File: config.mk
export PLATFORM = sky130hd
export DESIGN_NAME = lcd_mode_timing_sequencer
export DESIGN_NICKNAME = d
export VERILOG_FILES = /design/src/sv/lcdmts_pkg.sv /design/src/sv/lcd_mode_timing_sequencer.sv
export SDC_FILE = /design/constraint.sdc
export NUM_CORES = 1
export LEC_CHECK = 0
export ABC_AREA = 1
export BUFFER_PORTS_ARGS = -buffer_cell sky130_fd_sc_hd__buf_4
export CAP_MARGIN = 20
export CORE_MARGIN = 2
export CORE_UTILIZATION = 55
export CTS_CLUSTER_SIZE = 24
export DETAILED_ROUTE_END_ITERATION = 10
export HOLD_SLACK_MARGIN = 0.1
export PLACE_DENSITY = 0.75
export SLEW_MARGIN = 20
export SYNTH_ARGS = -nofsm -noshare
export SYNTH_HDL_FRONTEND = slang
export SYNTH_SLANG_ARGS = --single-unit
File: constraint.sdc
create_clock -name clk -period 3.9 [get_ports clk]
set_input_delay 0 -clock clk [delete_from_list [all_inputs] [get_ports clk]]
set_output_delay 0 -clock clk [all_outputs]
set_load 0.005 [all_outputs]
File: src/sv/lcdmts_pkg.sv
// ----------------------------------------------------------------------------
// LCD mode timing sequencer package
// Display mode codes, configuration register indexes and timing constants
// shared by the sequencer and its checker.
// ----------------------------------------------------------------------------
package lcdmts_pkg;

    // Display modes, encoded as the status register reports them.
    typedef enum logic [1:0] {
        MODE_HBLANK   = 2'd0,
        MODE_VBLANK   = 2'd1,
        MODE_SEARCH   = 2'd2,
        MODE_TRANSFER = 2'd3
    } mode_t;

    // Configuration register indexes.
    localparam int CFG_IDX_W  = 3;
    localparam int CFG_DATA_W = 8;

    typedef enum logic [CFG_IDX_W-1:0] {
        REG_LINE_COMPARE  = 3'd0,
        REG_COMPARE_IRQ   = 3'd1,
        REG_VBLANK_STAT   = 3'd2,
        REG_SEARCH_IRQ    = 3'd3,
        REG_BACKGROUND_EN = 3'd4,
        REG_SPRITE_EN     = 3'd5
    } cfg_index_t;

    // Field widths.
    localparam int ELAPSED_W = 6;
    localparam int ACC_W     = 10;
    localparam int LINE_W    = 8;

    // Mode durations in ticks and line counts.
    localparam logic [ACC_W-1:0]  SEARCH_TICKS      = 10'd80;
    localparam logic [ACC_W-1:0]  TRANSFER_TICKS    = 10'd172;
    localparam logic [ACC_W-1:0]  HBLANK_TICKS      = 10'd204;
    localparam logic [ACC_W-1:0]  VBLANK_LINE_TICKS = 10'd456;
    localparam logic [LINE_W-1:0] VISIBLE_LINES     = 8'd144;
    localparam logic [LINE_W-1:0] TOTAL_LINES       = 8'd154;

    localparam logic [ACC_W-1:0]  ACC_MAX           = {ACC_W{1'b1}};

endpackage : lcdmts_pkg

File: src/sv/lcd_mode_timing_sequencer.sv
// ----------------------------------------------------------------------------
// LCD mode timing sequencer
// Tracks display mode, line counter and line-compare flag from elapsed cycle
// reports, and raises interrupt pulses and line draw strobes.
// ----------------------------------------------------------------------------
// Usage:
//   Input channel (in_valid/in_ready, elapsed_cycles): each request reports
//   the clock cycles elapsed since the previous one.
//   Output channel (out_valid/out_ready): exactly one result per request,
//   carrying the mode and line after the step, the match flag, and the
//   vblank_irq, stat_irq, draw_background and draw_sprites pulses.
//   Configuration channel (cfg_valid/cfg_ready, cfg_index, cfg_data): writes
//   one register per request; cfg_ready is always high, unknown indexes are
//   ignored. Write only while no request is in flight.
//   Result: registered, valid in the cycle after the request is accepted.
//   Throughput: one request per cycle while out_ready is high; the add,
//   compare and subtract on the tick accumulator plus the line step fit
//   between the accepting edge and the result register.
//   Reset: mode horizontal blank, line 0, accumulator 0, match flag 0,
//   background drawing enabled and all other configuration registers cleared.
//   Stall: while a result waits on out_ready, in_ready stays low; it rises
//   again in the cycle the result is taken.
// ----------------------------------------------------------------------------
module lcd_mode_timing_sequencer (
    input  logic                               clk,
    input  logic                               rst_n,

    input  logic                               in_valid,
    output logic                               in_ready,
    input  logic [lcdmts_pkg::ELAPSED_W-1:0]   elapsed_cycles,

    output logic                               out_valid,
    input  logic                               out_ready,
    output logic [1:0]                         mode,
    output logic [lcdmts_pkg::LINE_W-1:0]      line,
    output logic                               line_match,
    output logic                               vblank_irq,
    output logic                               stat_irq,
    output logic                               draw_background,
    output logic                               draw_sprites,

    input  logic                               cfg_valid,
    output logic                               cfg_ready,
    input  logic [lcdmts_pkg::CFG_IDX_W-1:0]   cfg_index,
    input  logic [lcdmts_pkg::CFG_DATA_W-1:0]  cfg_data
);
    import lcdmts_pkg::*;

    // Configuration registers.
    logic [LINE_W-1:0] line_compare_reg;
    logic              compare_irq_enable_reg;
    logic              vblank_stat_enable_reg;
    logic              search_irq_enable_reg;
    logic              background_enable_reg;
    logic              sprite_enable_reg;

    // Sequencer state.
    mode_t             mode_reg, mode_next;
    logic [ACC_W-1:0]  acc_reg, acc_next;
    logic [LINE_W-1:0] line_reg, line_next;
    logic              match_reg, match_next;

    // Result register.
    logic              out_valid_reg;
    logic              vblank_irq_reg, vblank_irq_next;
    logic              stat_irq_reg, stat_irq_next;
    logic              draw_bg_reg, draw_bg_next;
    logic              draw_spr_reg, draw_spr_next;

    // Intermediate values.
    logic              in_accept;
    logic [ACC_W:0]    acc_sum;
    logic [ACC_W-1:0]  acc_sat;
    logic [LINE_W:0]   line_inc;
    logic [LINE_W-1:0] line_stepped;
    logic              match_stepped;
    logic              compare_irq;

    assign cfg_ready = 1'b1;
    assign in_ready  = !out_valid_reg || out_ready;
    assign in_accept = in_valid && in_ready;

    // Configuration writes.
    always_ff @(posedge clk or negedge rst_n)
    begin
        if (!rst_n)
        begin
            line_compare_reg       <= '0;
            compare_irq_enable_reg <= 1'b0;
            vblank_stat_enable_reg <= 1'b0;
            search_irq_enable_reg  <= 1'b0;
            background_enable_reg  <= 1'b1;
            sprite_enable_reg      <= 1'b0;
        end
        else if (cfg_valid && cfg_ready)
        begin
            unique case (cfg_index_t'(cfg_index))
                REG_LINE_COMPARE:  line_compare_reg       <= cfg_data[LINE_W-1:0];
                REG_COMPARE_IRQ:   compare_irq_enable_reg <= cfg_data[0];
                REG_VBLANK_STAT:   vblank_stat_enable_reg <= cfg_data[0];
                REG_SEARCH_IRQ:    search_irq_enable_reg  <= cfg_data[0];
                REG_BACKGROUND_EN: background_enable_reg  <= cfg_data[0];
                REG_SPRITE_EN:     sprite_enable_reg      <= cfg_data[0];
                default:           ;
            endcase
        end
    end

    // Saturating accumulator add.
    assign acc_sum = {1'b0, acc_reg} + {{(ACC_W + 1 - ELAPSED_W){1'b0}}, elapsed_cycles};
    assign acc_sat = acc_sum[ACC_W] ? ACC_MAX : acc_sum[ACC_W-1:0];

    // Line step with wrap at the total line count, and the new compare result.
    assign line_inc      = {1'b0, line_reg} + {{LINE_W{1'b0}}, 1'b1};
    assign line_stepped  = (line_inc >= {1'b0, TOTAL_LINES}) ? '0 : line_inc[LINE_W-1:0];
    assign match_stepped = (line_stepped == line_compare_reg);
    assign compare_irq   = compare_irq_enable_reg && match_stepped;

    // Mode transition logic: at most one transition per request.
    always_comb
    begin
        mode_next       = mode_reg;
        acc_next        = acc_sat;
        line_next       = line_reg;
        match_next      = match_reg;
        vblank_irq_next = 1'b0;
        stat_irq_next   = 1'b0;
        draw_bg_next    = 1'b0;
        draw_spr_next   = 1'b0;
        unique case (mode_reg)
            MODE_SEARCH:
            begin
                if (acc_sat >= SEARCH_TICKS)
                begin
                    acc_next  = acc_sat - SEARCH_TICKS;
                    mode_next = MODE_TRANSFER;
                end
            end
            MODE_TRANSFER:
            begin
                if (acc_sat >= TRANSFER_TICKS)
                begin
                    acc_next      = acc_sat - TRANSFER_TICKS;
                    draw_bg_next  = background_enable_reg;
                    draw_spr_next = sprite_enable_reg;
                    mode_next     = MODE_HBLANK;
                end
            end
            MODE_HBLANK:
            begin
                if (acc_sat >= HBLANK_TICKS)
                begin
                    acc_next   = acc_sat - HBLANK_TICKS;
                    line_next  = line_stepped;
                    match_next = match_stepped;
                    if (line_stepped == VISIBLE_LINES)
                    begin
                        mode_next       = MODE_VBLANK;
                        vblank_irq_next = 1'b1;
                        stat_irq_next   = compare_irq || vblank_stat_enable_reg;
                    end
                    else
                    begin
                        mode_next     = MODE_SEARCH;
                        stat_irq_next = compare_irq || search_irq_enable_reg;
                    end
                end
            end
            MODE_VBLANK:
            begin
                if (acc_sat >= VBLANK_LINE_TICKS)
                begin
                    acc_next      = acc_sat - VBLANK_LINE_TICKS;
                    line_next     = line_stepped;
                    match_next    = match_stepped;
                    stat_irq_next = compare_irq;
                    if (line_stepped == '0)
                    begin
                        mode_next     = MODE_SEARCH;
                        stat_irq_next = compare_irq || search_irq_enable_reg;
                    end
                end
            end
            default: ;
        endcase
    end

    // Sequencer state and output valid.
    always_ff @(posedge clk or negedge rst_n)
    begin
        if (!rst_n)
        begin
            mode_reg      <= MODE_HBLANK;
            acc_reg       <= '0;
            line_reg      <= '0;
            match_reg     <= 1'b0;
            out_valid_reg <= 1'b0;
        end
        else
        begin
            if (in_accept)
            begin
                mode_reg  <= mode_next;
                acc_reg   <= acc_next;
                line_reg  <= line_next;
                match_reg <= match_next;
            end
            if (in_accept)
            begin
                out_valid_reg <= 1'b1;
            end
            else if (out_ready)
            begin
                out_valid_reg <= 1'b0;
            end
        end
    end

    // Pulse fields of the result register.
    always_ff @(posedge clk)
    begin
        if (in_accept)
        begin
            vblank_irq_reg <= vblank_irq_next;
            stat_irq_reg   <= stat_irq_next;
            draw_bg_reg    <= draw_bg_next;
            draw_spr_reg   <= draw_spr_next;
        end
    end

    // The state registers hold the mode, line and flag of the last result.
    assign out_valid       = out_valid_reg;
    assign mode            = mode_reg;
    assign line            = line_reg;
    assign line_match      = match_reg;
    assign vblank_irq      = vblank_irq_reg;
    assign stat_irq        = stat_irq_reg;
    assign draw_background = draw_bg_reg;
    assign draw_sprites    = draw_spr_reg;

endmodule : lcd_mode_timing_sequencer

* After elaboration in Yosys (flattened, before gate mapping)
Cells that the tools add are included.
** Word-level totals
- Input port bits :: 22
- Output and inout port bits :: 18
- Flip-flop bits (word level) :: 39
- Logic and storage cells :: 90
** Cells by class
- Equal/unequal tests :: 15
- Magnitude comparators :: 5
- Muxes and demuxes :: 28
- Reduce and logical (&&, ||, !) cells :: 21
- Add/subtract/negate cells :: 6
** Operators by type and width (count)
- 10-bit 2-to-1 mux :: 5
- 10-bit one-hot mux with 4 select lines :: 1
- 8-bit 2-to-1 mux :: 3
- 10-bit by 8-bit greater-or-equal comparator with 1-bit output, second input constant :: 2
- 10-bit by 8-bit subtractor with 10-bit output, second input constant :: 2
- 8-bit one-hot mux with 2 select lines :: 1
- 2-bit AND reduction :: 8
- 2-bit 2-to-1 mux :: 6
- 10-bit by 6-bit adder with 11-bit output :: 1
- 10-bit by 7-bit greater-or-equal comparator with 1-bit output, second input constant :: 1
- 10-bit by 9-bit greater-or-equal comparator with 1-bit output, second input constant :: 1
- 2-bit inequality test, second input constant :: 5
- 10-bit by 7-bit subtractor with 10-bit output, second input constant :: 1
- 10-bit by 9-bit subtractor with 10-bit output, second input constant :: 1
- 8-bit by 1-bit adder with 9-bit output, second input constant :: 1
- 9-bit by 8-bit greater-or-equal comparator with 1-bit output, second input constant :: 1
- 1-bit 2-to-1 mux :: 9
- 8-bit equality test :: 1
- 8-bit equality test, second input constant :: 1
- 8-bit logical NOT :: 1
- 2-bit one-hot mux with 4 select lines :: 1
- 3-bit by 2-bit equality test with 1-bit output, second input constant :: 2
- 3-bit equality test, second input constant :: 2
- 6-bit AND reduction :: 1
- 11 further kinds :: 17

* Longest topological paths before layout
Gate-level depths: netlist of the first run.
- Depth after elaboration :: 9
- Gate-level depth with buffers :: 23
- Mapped depth without buffers :: 23

* Least setup slack after synthesis of the first run
Ideal clock, no wire load.
- Path type :: flip-flop to flip-flop
- Start point :: reg acc_reg[0]
- End point :: reg line_reg[6], in the netlist line[6]
- Period minus slack after synthesis :: 2827 ps
- Buffers on the path :: 1
- Arrival :: 2706 ps
- Stages on the path, launching flop included :: 20
- Data required time :: 3779 ps
- Setup time :: 121 ps
- Setup slack :: 1073 ps
- Cell sequence :: dfrtp_1 ha_1 inv_1 fa_1 inv_1 nand3_1 nand3_1 nand2_1 nor2_4 ha_1 nand2_1 inv_1 nand3_1 nor2_2 nand2_2 nand4_2 nand4_4 buf_12 nand2_2 o21ai_2
** On the way
- Word-level cells in the longest chain between the ends :: 5
- Elaborated cells between the ends (all ways) :: 7
- Classes of those cells :: add/sub: 1; order compare: 2; eq/ne: 2; mux: 1; reduce/logical: 1
** RTL lines
- start: declaration :: line lcd_mode_timing_sequencer.sv:59 : logic [ACC_W-1:0] acc_reg, acc_next;
- start signal: assignment :: line lcd_mode_timing_sequencer.sv:204 : acc_reg <= acc_next;
- 10-bit by 6-bit adder with 11-bit output (*) :: line lcd_mode_timing_sequencer.sv:110 : assign acc_sum = {1'b0, acc_reg} + {{(ACC_W + 1 - ELAPSED_W){1'b0}}, elapsed_cycles};
- 10-bit 2-to-1 mux (*) :: line lcd_mode_timing_sequencer.sv:111 : assign acc_sat = acc_sum[ACC_W] ? ACC_MAX : acc_sum[ACC_W-1:0];
- 10-bit by 9-bit greater-or-equal comparator with 1-bit output or 10-bit by 8-bit greater-or-equal comparator with 1-bit output (tied branches) :: line lcd_mode_timing_sequencer.sv:171, lcd_mode_timing_sequencer.sv:151
- 2-bit inequality test (no line)
- 4-bit AND reduction (no line) (*)
- end signal: assignment :: line lcd_mode_timing_sequencer.sv:205 : line_reg <= line_next;
- end: declaration :: line lcd_mode_timing_sequencer.sv:60 : logic [LINE_W-1:0] line_reg, line_next;
Every way passes the cells marked *; elsewhere a longest branch is shown, timed or not.
A chain may end at the register's enable or synchronous reset.

* Worst setup path in the final report of the first run
- Start point :: reg acc_reg[0]
- End point :: reg line_reg[2], in the netlist line[2]
Same word-level chain as after synthesis.

==> results.md, run 1 <==
* Clock edge transition at the registers on the reported setup and hold paths at 0.09 ns
* Total Routing Usage GR at 27.5%
* Flop-to-flop setup slack at 0.63 ns
* Crit-path leading delay family: simple AND/OR/NAND/NOR gates
* Max Freq at 306 MHz
* Synthesized Nets at 615
* Ys flop type: dfrtp_1
* CTS Root Cell: clkbuf_8
* TNS Setup at 0 ns
* Final hold viol count at 0
* Die area at 7830 µm²
* Post-synthesis cell type count at 44
* Critical path's largest stage delay at 0.39 ns
* Cell count after synthesis at 576
* Critical path, cell by cell: ha_1 -> inv_1 -> fa_1 -> inv_1 -> nand3_1 -> nand3_1 -> nand2_1 -> nor2_4 -> ha_1 -> nand2_1 -> inv_1 -> nand3_1 -> nor2_2 -> nand2_2 -> nand4_2 -> nand4_4 -> nand2_1 -> o21ai_2
* # DRC at 0
* Total of max-cap violations at 0
* Starting DRT DRC Count at 231
* Normalized max-slew margin at 49.9%
* CTS resizes at 0
* EDFF count, synth at 4
* Crit path time final at 3.27 ns
* Vias in the first global route at 3,665
* Setup WS post-layout at 0.629 ns
* RSZ-0062 raised after global routing: no
* IO Count at 40
* CP max FO at 18
* Commonest non-fill, non-tap cell in the layout: nand2_1
* FF+latch count, synth at 39
* Worst Hold Class: primary input to register
* H-tree Lvls at 2
* Async S/R FF share, synth at 89.7%
* Synthesized cell area at 3930 µm²
* Clock tree from TritonCTS: built
* Antenna violations before repair at 0
* Crit start category: register
* DR WL/cell at 13.6 µm
* Rows at 30
* Layout cells sized above 1 at 19.7%
* Maximum vdd drop at 0.000334 V
* # diodes at 0
* Post-synthesis sequential area ratio at 25.4%
* DRT Pass-1 Iters at 5
* Synth warn at 0
* Total CTS buffers at 5
* Fin crit share at 83.9%
* Clk_lat worst skew at 0.30 ns
* Avg Cell Area, Syn at 6.81 µm²
* Power per cell area at 852 nW/µm²
* Die W at 88.5 µm
* Max-slew violation count at 0
* Nets@finish at 672
* Avg Vias per Cell at 5.27
* CP arrival at 3.47 ns
* Slowest CP cell: fa_1
* RePlAce Congestion at 1.02
* WL final at 9.91 mm
* Post-CTS Hold Fix Bufs at 19
* Final ANT Viol Nets at 0
* Max reg flops at 10
* Critical Path RT at 4.09 ns
* WP buf/inv at 3
* First-pass GRT wire length at 17.0 mm
* Vias at 3,849
* Layout fillers at 623
* Clock buffer depth at 2
* Slew @ Worst Pin at 0.749 ns
* Port bufs at 38
* Final setup skew at 0.0109 ns
* Postcts setup bufs at 0
* Leakage at 2.41 nW
* Largest net degree at the start of global routing at 36
* Chip Height at 88.5 µm
* Status: completed
* Placeable core area at 6830 µm²
* DP HPWL at 7.48 mm
* Most frequent cells in the layout: 181 x nand2_1, 71 x inv_1, 64 x nand3_1
* CP Class: register to register
* Final setup violation count at 0
* Grt total ovfl at 0
* Starting Density at 57.5%
* Crit end category: register
* P&R area growth vs syn at 15.8%
* Clk sinks at 39
* Dpl ws at 0.636 ns
[cells in the mapped netlist (6+ instances only)]
master   number  share of area [%]
a21oi_1      12                1.5
dfrtp_1      34                 22
ha_1         16                5.1
inv_1        71                6.8
inv_2         7               0.67
nand2_1     181                 17
nand2_2      20                3.2
nand3_1      64                8.2
nand3_4       6                2.7
nand4_1      18                2.9
nor2_1       52                5.0
nor2_4        8                2.3
o21ai_0       9                1.1
o21ai_2      12                2.7
xor2_1        9                2.0
[cells by family (layout without fill, tap and decap cells)]
| logic type | after synthesis | count (layout) | synth area share [%] |
|---|---|---|---|
| and+or+nand+nor | 374 | 374 | 48.9 |
| buffers and inverters | 88 | 146 | 9.63 |
| AOI/OAI and AO/OA | 45 | 45 | 7.65 |
| DFF | 39 | 39 | 25.4 |
| adders and majority gates | 17 | 17 | 5.61 |
| xor gates and xnor gates | 11 | 11 | 2.45 |
| other | 1 | 1 | 0.0955 |
| muxes | 1 | 1 | 0.287 |
[final cells by class]
| cell class | count | area [µm²] | share of cell area, % |
|---|---|---|---|
| clock buffers | 6 | 72.6 | 1.60 |
| clock inverters | 2 | 12.5 | 0.275 |
| inverters | 81 | 319 | 7.02 |
| multi-input cells | 449 | 2550 | 56.1 |
| flip-flops and latches | 39 | 997 | 21.9 |
| well taps | 96 | 120 | 2.64 |
| repair buffers | 57 | 475 | 10.5 |
[power by group]
part / leakage [nW] / internal, W / total, W / switching [W]
sequential: 0.461 / 0.000528 / 0.000658 / 0.000130
clock: 0.0412 / 0.000125 / 0.000283 / 0.000158
combinational: 1.91 / 0.000989 / 0.00293 / 0.00194
total: 2.41 / 0.00164 / 0.00387 / 0.00223
[worst min-delay path: cells and delay by family]
kind	cells	cell delay [ns]
AND/OR/NAND/NOR	2	0.29
buffers and inverters	1	0.07
[path summary, 6_finish.rpt]
path	start	to	cells after the start
max	acc_reg[0]$_DFFE_PN0P_	line[2]$_DFFE_PN0P_	18
min	in_valid	out_valid$_DFFE_PN0P_	3
max reg2reg	acc_reg[0]$_DFFE_PN0P_	line[2]$_DFFE_PN0P_	18
min reg2reg	acc_reg[2]$_DFFE_PN0P_	acc_reg[2]$_DFFE_PN0P_	2
max in group asynchronous	rst_n	background_enable_reg$_DFFE_PN1P_	2
min in group asynchronous	rst_n	mode[1]$_DFFE_PN0P_	2
[metrics by stage]
step	instance area (µm²)	total power, W	util, %	hold slack (ns)	instances
6_report	4550	0.00387	66.6	0.105	730
4_1_cts	4550	0.00384	66.6	0.110	730
5_1_grt	4550	0.00426	66.6	0.156	730
3_3_place_gp	4270	0.00349	62.5	-0.0160	703
2_1_floorplan	3930	0.00291	-	-0.296	576
3_5_place_dp	4270	0.00352	62.5	-0.0123	703
[routing by layer]
layer	share of wire, %	global-route usage, %
met3	5.3	4.48
met2	49	47.7
met5	0	0
met1	43	35.1
met4	2.7	8.82
(Power assumes the default switching activity.)
==> run 2, diff against run 1 <==
==> constraint.sdc (replaced) <==
create_clock -name clk -period 3.4 [get_ports clk]
set_input_delay 0 -clock clk [delete_from_list [all_inputs] [get_ports clk]]
set_output_delay 0 -clock clk [all_outputs]
set_load 0.005 [all_outputs]
==> run 2 against run 1 <==
- via count grew 2.2%
- die area is the same
- critical path depth is the same
- clock skew grew 0.0052 ns
- critical path type unchanged
- largest power group unchanged
==> results.md, run 2 (same netlist as run 1, synthesis figures left out) <==
* Status: completed
* Rows at 30
* Maximum vdd drop at 0.000358 V
* DP HPWL at 7.56 mm
* Die area at 7830 µm²
* CP arrival at 3.39 ns
* Final ANT Viol Nets at 0
* CTS Root Cell: clkbuf_8
* RSZ-0062 raised after global routing: no
* Chip Height at 88.5 µm
* Normalized max-slew margin at 55.2%
* Worst Hold Class: primary input to register
* Max Freq at 313 MHz
* Crit start category: register
* Critical Path RT at 3.59 ns
* WP buf/inv at 4
* Vias at 3,935
* WL final at 9.89 mm
* Vias in the first global route at 3,635
* Port bufs at 38
* RePlAce Congestion at 0.921
* Final hold viol count at 0
* # diodes at 0
* Slew @ Worst Pin at 0.670 ns
* Die W at 88.5 µm
* Total Routing Usage GR at 27.1%
* Crit end category: register
* Commonest non-fill, non-tap cell in the layout: nand2_1
* # DRC at 0
* Clock buffer depth at 2
* Power per cell area at 986 nW/µm²
* Layout cells sized above 1 at 21.2%
* Max-slew violation count at 0
* CP max FO at 8
* DR WL/cell at 13.3 µm
* Starting DRT DRC Count at 310
* Crit-path leading delay family: simple AND/OR/NAND/NOR gates
* Grt total ovfl at 0
* Post-layout instance area at 4680 µm²
* Nets@finish at 683
* DP Area at 4310 µm²
* Most frequent CP cell: inv_1
* Most frequent cells in the layout: 181 x nand2_1, 71 x inv_1, 64 x nand3_1
* Final setup skew at 0.0161 ns
* Clock tree from TritonCTS: built
* TNS Setup at 0 ns
* Fin crit share at 94.0%
* Final Util at 68.5%
* IO Count at 40
* Avg Vias per Cell at 5.31
* First-pass GRT wire length at 16.8 mm
* Critical path, cell by cell: ha_1 -> inv_1 -> fa_1 -> inv_1 -> nand3_1 -> nand3_1 -> nand2_1 -> nor2_4 -> ha_2 -> inv_1 -> nor2_1 -> inv_1 -> nand3_4 -> nand2_2 -> o211ai_1 -> nand3_1 -> nor2_1 -> nor2_1
* Total of max-cap violations at 0
* Leakage at 2.48 nW
* Clk_lat worst skew at 0.30 ns
* P&R area growth vs syn at 19.2%
* Max reg flops at 10
* H-tree Lvls at 2
* CP Class: register to register
* Placeable core area at 6830 µm²
* Total CTS buffers at 5
* Critical path's largest stage delay at 0.40 ns
* Slowest CP cell: fa_1
* DRT Pass-1 Iters at 5
* Clk sinks at 39
* Clock edge transition at the registers on the reported setup and hold paths at 0.08 ns
* Largest net degree at the start of global routing at 36
* Antenna violations before repair at 0
* Starting Density at 57.5%
* Pwr Total at 0.00461 W
* Final setup violation count at 0
* Crit path time final at 3.20 ns
run 2: path summary, 6_finish.rpt:
| path | start | endpoint | slack, ns | cells after the start |
|---|---|---|---|---|
| max | acc_reg[0]$_DFFE_PN0P_ | acc_reg[4]$_DFFE_PN0P_ | 0.20 | 18 |
| min | in_valid | out_valid$_DFFE_PN0P_ | 0.11 | 3 |
| max reg2reg | acc_reg[0]$_DFFE_PN0P_ | acc_reg[4]$_DFFE_PN0P_ | 0.20 | 18 |
| min reg2reg | vblank_stat_enable_reg$_DFFE_PN0P_ | vblank_stat_enable_reg$_DFFE_PN0P_ | 0.49 | 2 |
| max in group asynchronous | rst_n | background_enable_reg$_DFFE_PN1P_ | 2.83 | 2 |
| min in group asynchronous | rst_n | mode[1]$_DFFE_PN0P_ | 0.21 | 2 |
run 2: where the power goes:
part / switching, W / internal, W
Clock: 0.000182 / 0.000215
Combinational: 0.00226 / 0.00122
Sequential: 0.000135 / 0.000606
run 2: metrics by stage:
stage / worst slack [ns] / hold WS (ns) / instances
6_report: 0.202 / 0.106 / 741
5_1_grt: 0.0233 / 0.132 / 741
4_1_cts: 0.117 / 0.119 / 737
3_5_place_dp: 0.140 / -0.00448 / 708
3_3_place_gp: 0.222 / -0.0148 / 708
2_1_floorplan: 0.573 / -0.296 / 576
run 2: layer usage:
| metal | vias up | wire length, µm | GRT usage [%] |
|---|---|---|---|
| met2 | 101 | 5000 | 49.5 |
| met4 | 0 | 229 | 7.44 |
| li1 | 1996 | - | - |
| met3 | 23 | 405 | 2.52 |
| met5 | - | 0 | 0 |
| met1 | 1815 | 4260 | 34.1 |
run 2: area by class of cell:
cell class / instances / area [µm²]
inverter: 81 / 319
timing repair buffer: 68 / 576
clock buffer: 5 / 68.8
sequential: 39 / 997
fill: 610 / 2150
clock inverter: 3 / 38.8
multi-input combinational: 449 / 2560
tap: 96 / 120
run 2: worst register-to-register path, delay by kind of cell (launching register included):
kind	cells	cell delay [ns]
compound gates	1	0.22
fa+ha+maj	3	0.83
buf+inv	4	0.39
flops	1	0.35
simple gates	10	1.30
run 2: what timing repair did:
| item | CTS | global route |
|---|---|---|
| setup endpoints to repair | 0 | 17 |
| hold buffers | 21 | 0 |
| resized for setup | 0 | 3 |
| setup buffers | 0 | 4 |
| hold endpoints to repair | 49 | 0 |
